<file path="config.mk">
export PLATFORM = sky130hd
export DESIGN_NAME = nmea_gga_rmc_field_extractor
export DESIGN_NICKNAME = d
export VERILOG_FILES = /design/src/design/nmea_pkg.sv /design/src/design/nmea_gga_rmc_field_extractor.sv
export SDC_FILE = /design/constraint.sdc
export NUM_CORES = 1
export LEC_CHECK = 0
export ABC_AREA = 1
export BUFFER_PORTS_ARGS = -buffer_cell sky130_fd_sc_hd__buf_2
export CORE_UTILIZATION = 45
export CTS_CLUSTER_SIZE = 24
export DETAILED_ROUTE_END_ITERATION = 10
export REMOVE_ABC_BUFFERS = 1
export SETUP_SLACK_MARGIN = 0.3
export SKIP_CTS_REPAIR_TIMING = 1
export SLEW_MARGIN = 10
export SYNTH_ARGS = -nofsm -noshare
export SYNTH_HDL_FRONTEND = slang
export SYNTH_SLANG_ARGS = --single-unit
</file>
<file path="constraint.sdc">
create_clock -name clk -period 2.7 [get_ports clk]
set_clock_uncertainty 0.1 [all_clocks]
set_input_delay 0.405 -clock clk [delete_from_list [all_inputs] [get_ports clk]]
set_output_delay 0.405 -clock clk [all_outputs]
set_load 0.02 [all_outputs]
</file>
<file path="src/design/nmea_pkg.sv">
// Shared types, codes and lookup functions for the NMEA GGA/RMC field extractor.
`default_nettype none

package nmea_pkg;

  localparam int LINE_LENGTH_DEF = 82;
  localparam int LINE_POS_W      = 7;
  localparam int CHAR_IDX_W      = 4;
  localparam int COMMA_W         = 4;

  localparam logic [7:0] CH_DOLLAR = 8'h24;
  localparam logic [7:0] CH_STAR   = 8'h2A;
  localparam logic [7:0] CH_COMMA  = 8'h2C;
  localparam logic [7:0] CH_G      = 8'h47;
  localparam logic [7:0] CH_P      = 8'h50;
  localparam logic [7:0] CH_L      = 8'h4C;
  localparam logic [7:0] CH_S      = 8'h53;
  localparam logic [7:0] CH_N      = 8'h4E;
  localparam logic [7:0] CH_R      = 8'h52;
  localparam logic [7:0] CH_M      = 8'h4D;
  localparam logic [7:0] CH_C      = 8'h43;
  localparam logic [7:0] CH_A      = 8'h41;

  typedef enum logic [1:0] {
    RK_CHAR     = 2'd0,
    RK_END      = 2'd1,
    RK_OVERFLOW = 2'd2
  } result_kind_t;

  typedef enum logic [1:0] {
    SK_NONE = 2'd0,
    SK_GGA  = 2'd1,
    SK_RMC  = 2'd2
  } sentence_kind_t;

  typedef enum logic [2:0] {
    FLD_TIME  = 3'd0,
    FLD_LAT   = 3'd1,
    FLD_LON   = 3'd2,
    FLD_FIX   = 3'd3,
    FLD_ALT   = 3'd4,
    FLD_SPEED = 3'd5,
    FLD_DATE  = 3'd6,
    FLD_NONE  = 3'd7
  } field_id_t;

  // Header walk: expecting G, talker letter, then three sentence id letters.
  typedef enum logic [2:0] {
    HDR_IDLE   = 3'd0,
    HDR_G      = 3'd1,
    HDR_TALKER = 3'd2,
    HDR_ID0    = 3'd3,
    HDR_ID1    = 3'd4,
    HDR_ID2    = 3'd5,
    HDR_DONE   = 3'd6,
    HDR_FAIL   = 3'd7
  } hdr_state_t;

  function automatic field_id_t wanted_field(input sentence_kind_t kind,
                                             input logic [COMMA_W-1:0] commas);
    field_id_t f;
    f = FLD_NONE;
    if (kind == SK_GGA) begin
      case (commas)
        4'd1:    f = FLD_TIME;
        4'd2:    f = FLD_LAT;
        4'd4:    f = FLD_LON;
        4'd6:    f = FLD_FIX;
        4'd9:    f = FLD_ALT;
        default: f = FLD_NONE;
      endcase
    end else if (kind == SK_RMC) begin
      case (commas)
        4'd7:    f = FLD_SPEED;
        4'd9:    f = FLD_DATE;
        default: f = FLD_NONE;
      endcase
    end
    return f;
  endfunction

  function automatic logic [CHAR_IDX_W-1:0] field_width(input field_id_t f);
    logic [CHAR_IDX_W-1:0] w;
    case (f)
      FLD_TIME:  w = 4'd10;
      FLD_LAT:   w = 4'd9;
      FLD_LON:   w = 4'd10;
      FLD_FIX:   w = 4'd1;
      FLD_ALT:   w = 4'd5;
      FLD_SPEED: w = 4'd5;
      FLD_DATE:  w = 4'd6;
      default:   w = 4'd0;
    endcase
    return w;
  endfunction

endpackage

`default_nettype wire

</file>
<file path="src/design/nmea_gga_rmc_field_extractor.sv">
// NMEA GGA/RMC field extractor: byte stream in, field characters and sentence marks out.
//
// Input channel (in_*): one received NMEA byte per word. Output channel (out_*):
// one word per wanted field character, one per sentence end ('*') and one per
// abandoned over-long line. Bytes that produce nothing simply vanish.
// Field characters are tentative; the consumer commits them when the end word
// arrives with a recognized sentence kind (GGA or RMC) and drops them when the
// kind is unrecognized or an overflow word arrives.
// Path: a byte is registered in the input register on acceptance, then
// evaluated against the parser state; its result word is registered in the
// result register that drives out_tvalid. Throughput: one byte per cycle
// while the output is not stalled; the parser state is updated as each byte
// moves from the input register to the result register.
// Stall: while out_tvalid is high and out_tready low, the held byte waits in
// the input register and in_tready drops; nothing is lost or repeated.
// Reset (rst_n low, synchronous): both registers empty, no sentence open.
// The checksum and line terminators after '*' are ignored.
`default_nettype none

module nmea_gga_rmc_field_extractor
  import nmea_pkg::*;
#(
  parameter int LINE_LENGTH = LINE_LENGTH_DEF  // 16..127 bytes, '$' included
) (
  input  wire logic        clk,
  input  wire logic        rst_n,
  input  wire logic        in_tvalid,
  output      logic        in_tready,
  input  wire logic [7:0]  in_tdata,   // [7:0] rx_byte
  output      logic        out_tvalid,
  input  wire logic        out_tready,
  output      logic [23:0] out_tdata,  // [2:0] field_id, [6:3] char_index,
                                       // [14:7] char_value, [16:15] sentence_kind, rest 0
  output      logic [1:0]  out_tuser   // [1:0] result_kind
);

  localparam logic [LINE_POS_W-1:0] LINE_LEN_C = LINE_POS_W'(LINE_LENGTH);

  // input register
  logic       in_vld_r;
  logic [7:0] in_byte_r;

  // parser state
  logic                  in_sent_r,  in_sent_nxt;
  hdr_state_t            hdr_r,      hdr_nxt;
  sentence_kind_t        kind_r,     kind_nxt;
  logic [COMMA_W-1:0]    comma_r,    comma_nxt;
  logic [CHAR_IDX_W-1:0] fcc_r,      fcc_nxt;
  logic [LINE_POS_W-1:0] line_pos_r, line_pos_nxt;

  // result register
  logic                  out_vld_r,   out_vld_nxt;
  result_kind_t          rkind_r,     rkind_nxt;
  field_id_t             fid_r,       fid_nxt;
  logic [CHAR_IDX_W-1:0] cidx_r,      cidx_nxt;
  logic [7:0]            cval_r,      cval_nxt;
  sentence_kind_t        skind_r,     skind_nxt;

  logic      adv;
  logic      is_dollar, is_star, is_comma, overflow, body, emit;
  field_id_t fld;

  // The staged byte moves on when the result register is free or draining.
  assign adv       = in_vld_r && (!out_vld_r || out_tready);
  assign in_tready = !in_vld_r || adv;

  assign is_dollar = (in_byte_r == CH_DOLLAR);
  assign is_star   = (in_byte_r == CH_STAR);
  assign is_comma  = (in_byte_r == CH_COMMA);
  assign overflow  = (line_pos_r >= LINE_LEN_C);
  // ordinary byte inside an open sentence that still fits the line
  assign body      = in_sent_r && !is_dollar && !is_star && !overflow;
  assign fld       = wanted_field(kind_r, comma_r);
  assign emit      = body && (hdr_r == HDR_DONE) && !is_comma && (fld != FLD_NONE)
                     && (fcc_r < field_width(fld));

  // next parser state
  always_comb begin
    in_sent_nxt  = in_sent_r;
    hdr_nxt      = hdr_r;
    kind_nxt     = kind_r;
    comma_nxt    = comma_r;
    fcc_nxt      = fcc_r;
    line_pos_nxt = line_pos_r;
    if (is_dollar) begin
      in_sent_nxt  = 1'b1;
      hdr_nxt      = HDR_G;
      kind_nxt     = SK_NONE;
      comma_nxt    = '0;
      fcc_nxt      = '0;
      line_pos_nxt = LINE_POS_W'(1);
    end else if (in_sent_r && (is_star || overflow)) begin
      in_sent_nxt = 1'b0;
      hdr_nxt     = HDR_IDLE;
    end else if (body) begin
      line_pos_nxt = line_pos_r + LINE_POS_W'(1);
      unique case (hdr_r)
        HDR_G: begin
          hdr_nxt = (in_byte_r == CH_G) ? HDR_TALKER : HDR_FAIL;
        end
        HDR_TALKER: begin
          hdr_nxt = (in_byte_r == CH_P || in_byte_r == CH_L ||
                     in_byte_r == CH_S || in_byte_r == CH_N) ? HDR_ID0 : HDR_FAIL;
        end
        HDR_ID0: begin
          if (in_byte_r == CH_G) begin
            hdr_nxt  = HDR_ID1;
            kind_nxt = SK_GGA;
          end else if (in_byte_r == CH_R) begin
            hdr_nxt  = HDR_ID1;
            kind_nxt = SK_RMC;
          end else begin
            hdr_nxt  = HDR_FAIL;
          end
        end
        HDR_ID1: begin
          hdr_nxt = (in_byte_r == ((kind_r == SK_GGA) ? CH_G : CH_M)) ? HDR_ID2 : HDR_FAIL;
        end
        HDR_ID2: begin
          hdr_nxt = (in_byte_r == ((kind_r == SK_GGA) ? CH_A : CH_C)) ? HDR_DONE : HDR_FAIL;
        end
        HDR_DONE: begin
          if (is_comma) begin
            if (comma_r != {COMMA_W{1'b1}}) comma_nxt = comma_r + COMMA_W'(1);
            fcc_nxt = '0;
          end else if (emit) begin
            fcc_nxt = fcc_r + CHAR_IDX_W'(1);
          end
        end
        default: ;  // idle or rejected header: only the line count moves
      endcase
      // a rejected header forgets its candidate kind
      if ((hdr_r != HDR_DONE) && (hdr_r != HDR_FAIL) && (hdr_r != HDR_IDLE) &&
          (hdr_nxt == HDR_FAIL)) begin
        kind_nxt = SK_NONE;
      end
    end
  end

  // result word
  always_comb begin
    out_vld_nxt = 1'b0;
    rkind_nxt   = RK_CHAR;
    fid_nxt     = FLD_TIME;
    cidx_nxt    = '0;
    cval_nxt    = '0;
    skind_nxt   = SK_NONE;
    if (!is_dollar && in_sent_r) begin
      if (is_star) begin
        out_vld_nxt = 1'b1;
        rkind_nxt   = RK_END;
        skind_nxt   = (hdr_r == HDR_DONE) ? kind_r : SK_NONE;
      end else if (overflow) begin
        out_vld_nxt = 1'b1;
        rkind_nxt   = RK_OVERFLOW;
      end else if (emit) begin
        out_vld_nxt = 1'b1;
        fid_nxt     = fld;
        cidx_nxt    = fcc_r;
        cval_nxt    = in_byte_r;
        skind_nxt   = kind_r;
      end
    end
  end

  always_ff @(posedge clk) begin
    if (!rst_n) begin
      in_vld_r   <= 1'b0;
      out_vld_r  <= 1'b0;
      in_sent_r  <= 1'b0;
      hdr_r      <= HDR_IDLE;
      kind_r     <= SK_NONE;
      comma_r    <= '0;
      fcc_r      <= '0;
      line_pos_r <= '0;
    end else begin
      if (in_tready) in_vld_r <= in_tvalid;
      if (adv) begin
        out_vld_r  <= out_vld_nxt;
        in_sent_r  <= in_sent_nxt;
        hdr_r      <= hdr_nxt;
        kind_r     <= kind_nxt;
        comma_r    <= comma_nxt;
        fcc_r      <= fcc_nxt;
        line_pos_r <= line_pos_nxt;
      end else if (out_tready) begin
        out_vld_r  <= 1'b0;
      end
    end
  end

  always_ff @(posedge clk) begin
    if (in_tready && in_tvalid) in_byte_r <= in_tdata;
    if (adv) begin
      rkind_r <= rkind_nxt;
      fid_r   <= fid_nxt;
      cidx_r  <= cidx_nxt;
      cval_r  <= cval_nxt;
      skind_r <= skind_nxt;
    end
  end

  assign out_tvalid = out_vld_r;
  assign out_tdata  = {7'd0, skind_r, cval_r, cidx_r, fid_r};
  assign out_tuser  = rkind_r;

endmodule

`default_nettype wire
</file>
==> impl_metrics.yaml <==
timing:
  grt_setup_unrepaired: "true"
  finalWorstSetupSlack_ns: 0.0339
  tns_ns: 0
  period_minus_slack_ns: 2.67
  final_hold_viol_count: 0
  setup_viol_count_final: 0
  fin_crit_sh: 0.987
  fin_worst_hold_slack_ns: 0.163
  drv_slew: 0
  fmax_ghz: 0.375
detailed_routing:
  vias: 2502
  dr.pass1.iters: 4
  wl_per_cell_um: 12.5
  drcViolationCount: 0
  antenna_left: 0
  wirelength_um: 6300
  drtIter0Drc: 109
  drt-vias-per-instance: 4.94
setup_path:
  r2r_cells: 20
  crit_family: "simple AND/OR/NAND/NOR gates"
  worstPathArrival_ns: 2.77
  crit_path_max_incr_delay_ns: 0.40
  r2r_slack_ns: 0.03
  cp_num_buf_inv: 1
  crit_chain: "inv_4 -> ha_4 -> nand2_4 -> nand2_1 -> nand2_1 -> nand2_2 -> nand2_2 -> nand3_2 -> nand2_2 -> ha_4 -> a21oi_2 -> nand2_1 -> a21oi_2 -> nand3_2 -> nor2_4 -> nand2_4 -> nand2_4 -> nand2_8 -> nor2_1 -> nor2_2"
  r2r-start: "comma_r[0]$_SDFFE_PN0P_"
  reg2reg_to: "fcc_r[1]$_SDFFE_PN0P_"
  critPathRequiredTime_ns: 2.81
  cp-start-kind: "register"
  cp_max_fo: 7
  end_kind: "register"
  critical-path-slowest-cell: "dfxtp_4"
  path_class: "reg -> reg"
global_route:
  grt_pass1_wl_um: 10100
  grt_pass1_vias: 2252
  antenna_found_initial: 0
  grt_max_degree: 19
  grt_overflow: 0
  grtUsageTotal: 0.179
layout:
  fin_util: 0.562
  area_delta_synth_final_pct: 20.8
  nets: 452
  final_layout_size_suffix_gt1_frac: 0.315
  design_area_mm2: 0.00357
  diodes: 0
synth:
  ys_top_cells_by_area: "edfxtp_1 27%, dfxtp_1 16%, nand2_1 11%, nor2_1 7.1%, inv_1 5.2%"
  ys_warn_count: 0
  ys_async_sr_fraction: 0
  ys_top_cells_by_count: "85 x nand2_1, 56 x nor2_1, 41 x inv_1"
  yosysUniqueCellTypes: 35
  yosysSeqAreaShare: 0.430
  syn_area_mm2: 0.00296
  synth_edf_count: 27
  ys.flop_type: "edfxtp_1"
  synth_top_cell_by_area: "edfxtp_1"
  yosysMostFrequentCell: "nand2_1"
  synth-seq-cells: 50
  synthDominantCellAreaShare: 0.274
  syn_avg_cell_area_um2: 7.74
  post_synth_inst_count: 382
power_and_ir_drop:
  leakage_nw: 1.59
  pwr_density_cell_mw_per_mm2: 408
  ir_drop_mv: 0.239
clock_network:
  clock_latency_ns: 0.31
  cts_made_buffers: 5
  cts_tree: "done"
  clockRootBuffer: "clkbuf_8"
  clockBufferDepth: 2
  cts_htree_levels: 2
  clk_pin_slew_worst_paths_ns: 0.10
  cts.sinks: 50
worst_hold_path:
  hp-start: "in_tdata[7]"
  min_to: "in_byte_r[7]$_DFFE_PP_"
  hold_path_depth: 1
  hp-class: "in -> reg"
run_status:
  status: "completed"
die:
  die_height_um: 83.1
  start_util: 0.466
  io_pins: 40
  rows: 29
  core_area_mm2: 0.00635
  dieArea_mm2: 0.00690
  die_x_um: 83.1
job:
  cap_viol_max_count: 0
place:
  gp_congestion: 0.800
  post-place-ws_ns: -0.0645
  placed_area_mm2: 0.00318
  hpwl_um: 4460
  port_buffers: 32
-- layout by cell type (no fill, tap or decap), types with 3 or more instances in the layout --
| cell | count |
|---|---|
| conb_1 | 7 |
| nor2_4 | 5 |
| o21ai_0 | 4 |
| nor3_1 | 9 |
| nor2_2 | 13 |
| dfxtp_1 | 21 |
| nand4_1 | 5 |
| buf_4 | 8 |
| nand3_2 | 8 |
| buf_2 | 32 |
| nand2_4 | 7 |
| nand3_1 | 23 |
| a21oi_2 | 4 |
| edfxtp_1 | 27 |
| nand2_1 | 77 |
| a21oi_1 | 16 |
| xor2_1 | 3 |
| ha_1 | 7 |
| clkbuf_8 | 5 |
| nor2_1 | 51 |
| inv_1 | 36 |
| ha_4 | 4 |
| inv_2 | 17 |
| inv_4 | 3 |
| nand2_2 | 11 |
-- stage by stage --
stage,power (mW),instances
final,1.46,506
after detailed placement,0.932,489
after global placement,0.932,489
after floorplan,0.902,378
after global routing,1.51,506
after CTS,1.47,497
-- power breakdown --
| group | total (mW) | leakage [nW] | internal [mW] | switching, mW |
|---|---|---|---|---|
| Sequential | 0.829 | 0.457 | 0.816 | 0.0130 |
| Combinational | 0.0847 | 1.08 | 0.0218 | 0.0630 |
| Clock | 0.543 | 0.0504 | 0.276 | 0.267 |
| Total | 1.46 | 1.59 | 1.11 | 0.343 |
-- sequential cells by signal, summed over array words and instances, names as in the netlist --
| register | count |
|---|---|
| skind_r | 2 |
| in_vld_r | 1 |
| cval_r | 8 |
| fid_r | 3 |
| line_pos_r | 7 |
| in_sent_r | 1 |
| hdr_r | 3 |
| in_byte_r | 8 |
| out_tuser | 2 |
| comma_r | 4 |
| fcc_r | 4 |
| cidx_r | 4 |
| out_tvalid | 1 |
| kind_r | 2 |
-- layout make-up --
type	count	area, um^2
well taps	77	96.3
repair buffers	43	263
multi-input cells	271	1600
fillers	597	2780
flip-flops and latches	50	1280
clock buffers	5	68.8
inverters	57	221
clock inverters	3	45.0
-- kinds of logic (layout without fill, tap and decap cells) --
group,Yosys count,count (layout),synth area share
xor+xnor,4,4,0.0119
buf+inv,67,108,0.0961
other cells,1,7,0.00127
fa+ha+maj,12,12,0.0508
simple gates,218,218,0.355
flops,50,50,0.430
compound gates,30,30,0.0554
-- how the worst max path moves through the flow --
stage | cells after the start | startpoint | to | slack (ns)
finish | 20 | comma_r[0]$_SDFFE_PN0P_ | fcc_r[1]$_SDFFE_PN0P_ | 0.03
global route | 21 | comma_r[0]$_SDFFE_PN0P_ | fcc_r[2]$_SDFFE_PN0P_ | -0.12
CTS | 20 | comma_r[0]$_SDFFE_PN0P_ | fcc_r[2]$_SDFFE_PN0P_ | -0.09
detailed placement | 20 | comma_r[0]$_SDFFE_PN0P_ | fcc_r[2]$_SDFFE_PN0P_ | -0.06
global placement | 20 | comma_r[0]$_SDFFE_PN0P_ | fcc_r[1]$_SDFFE_PN0P_ | 0.06
floorplan | 20 | comma_r[0]$_SDFFE_PN0P_ | fcc_r[1]$_SDFFE_PN0P_ | 0.17
-- per-layer routing --
layer | part of all wire | track usage | vias to the layer above
li1 | - | - | 1301
met1 | 0.47 | 0.235 | 1139
met2 | 0.48 | 0.300 | 51
met3 | 0.029 | 0.0368 | 11
met4 | 0.018 | 0.0486 | 0
met5 | 0 | 0 | -
Power figures use the tool's default switching activity.
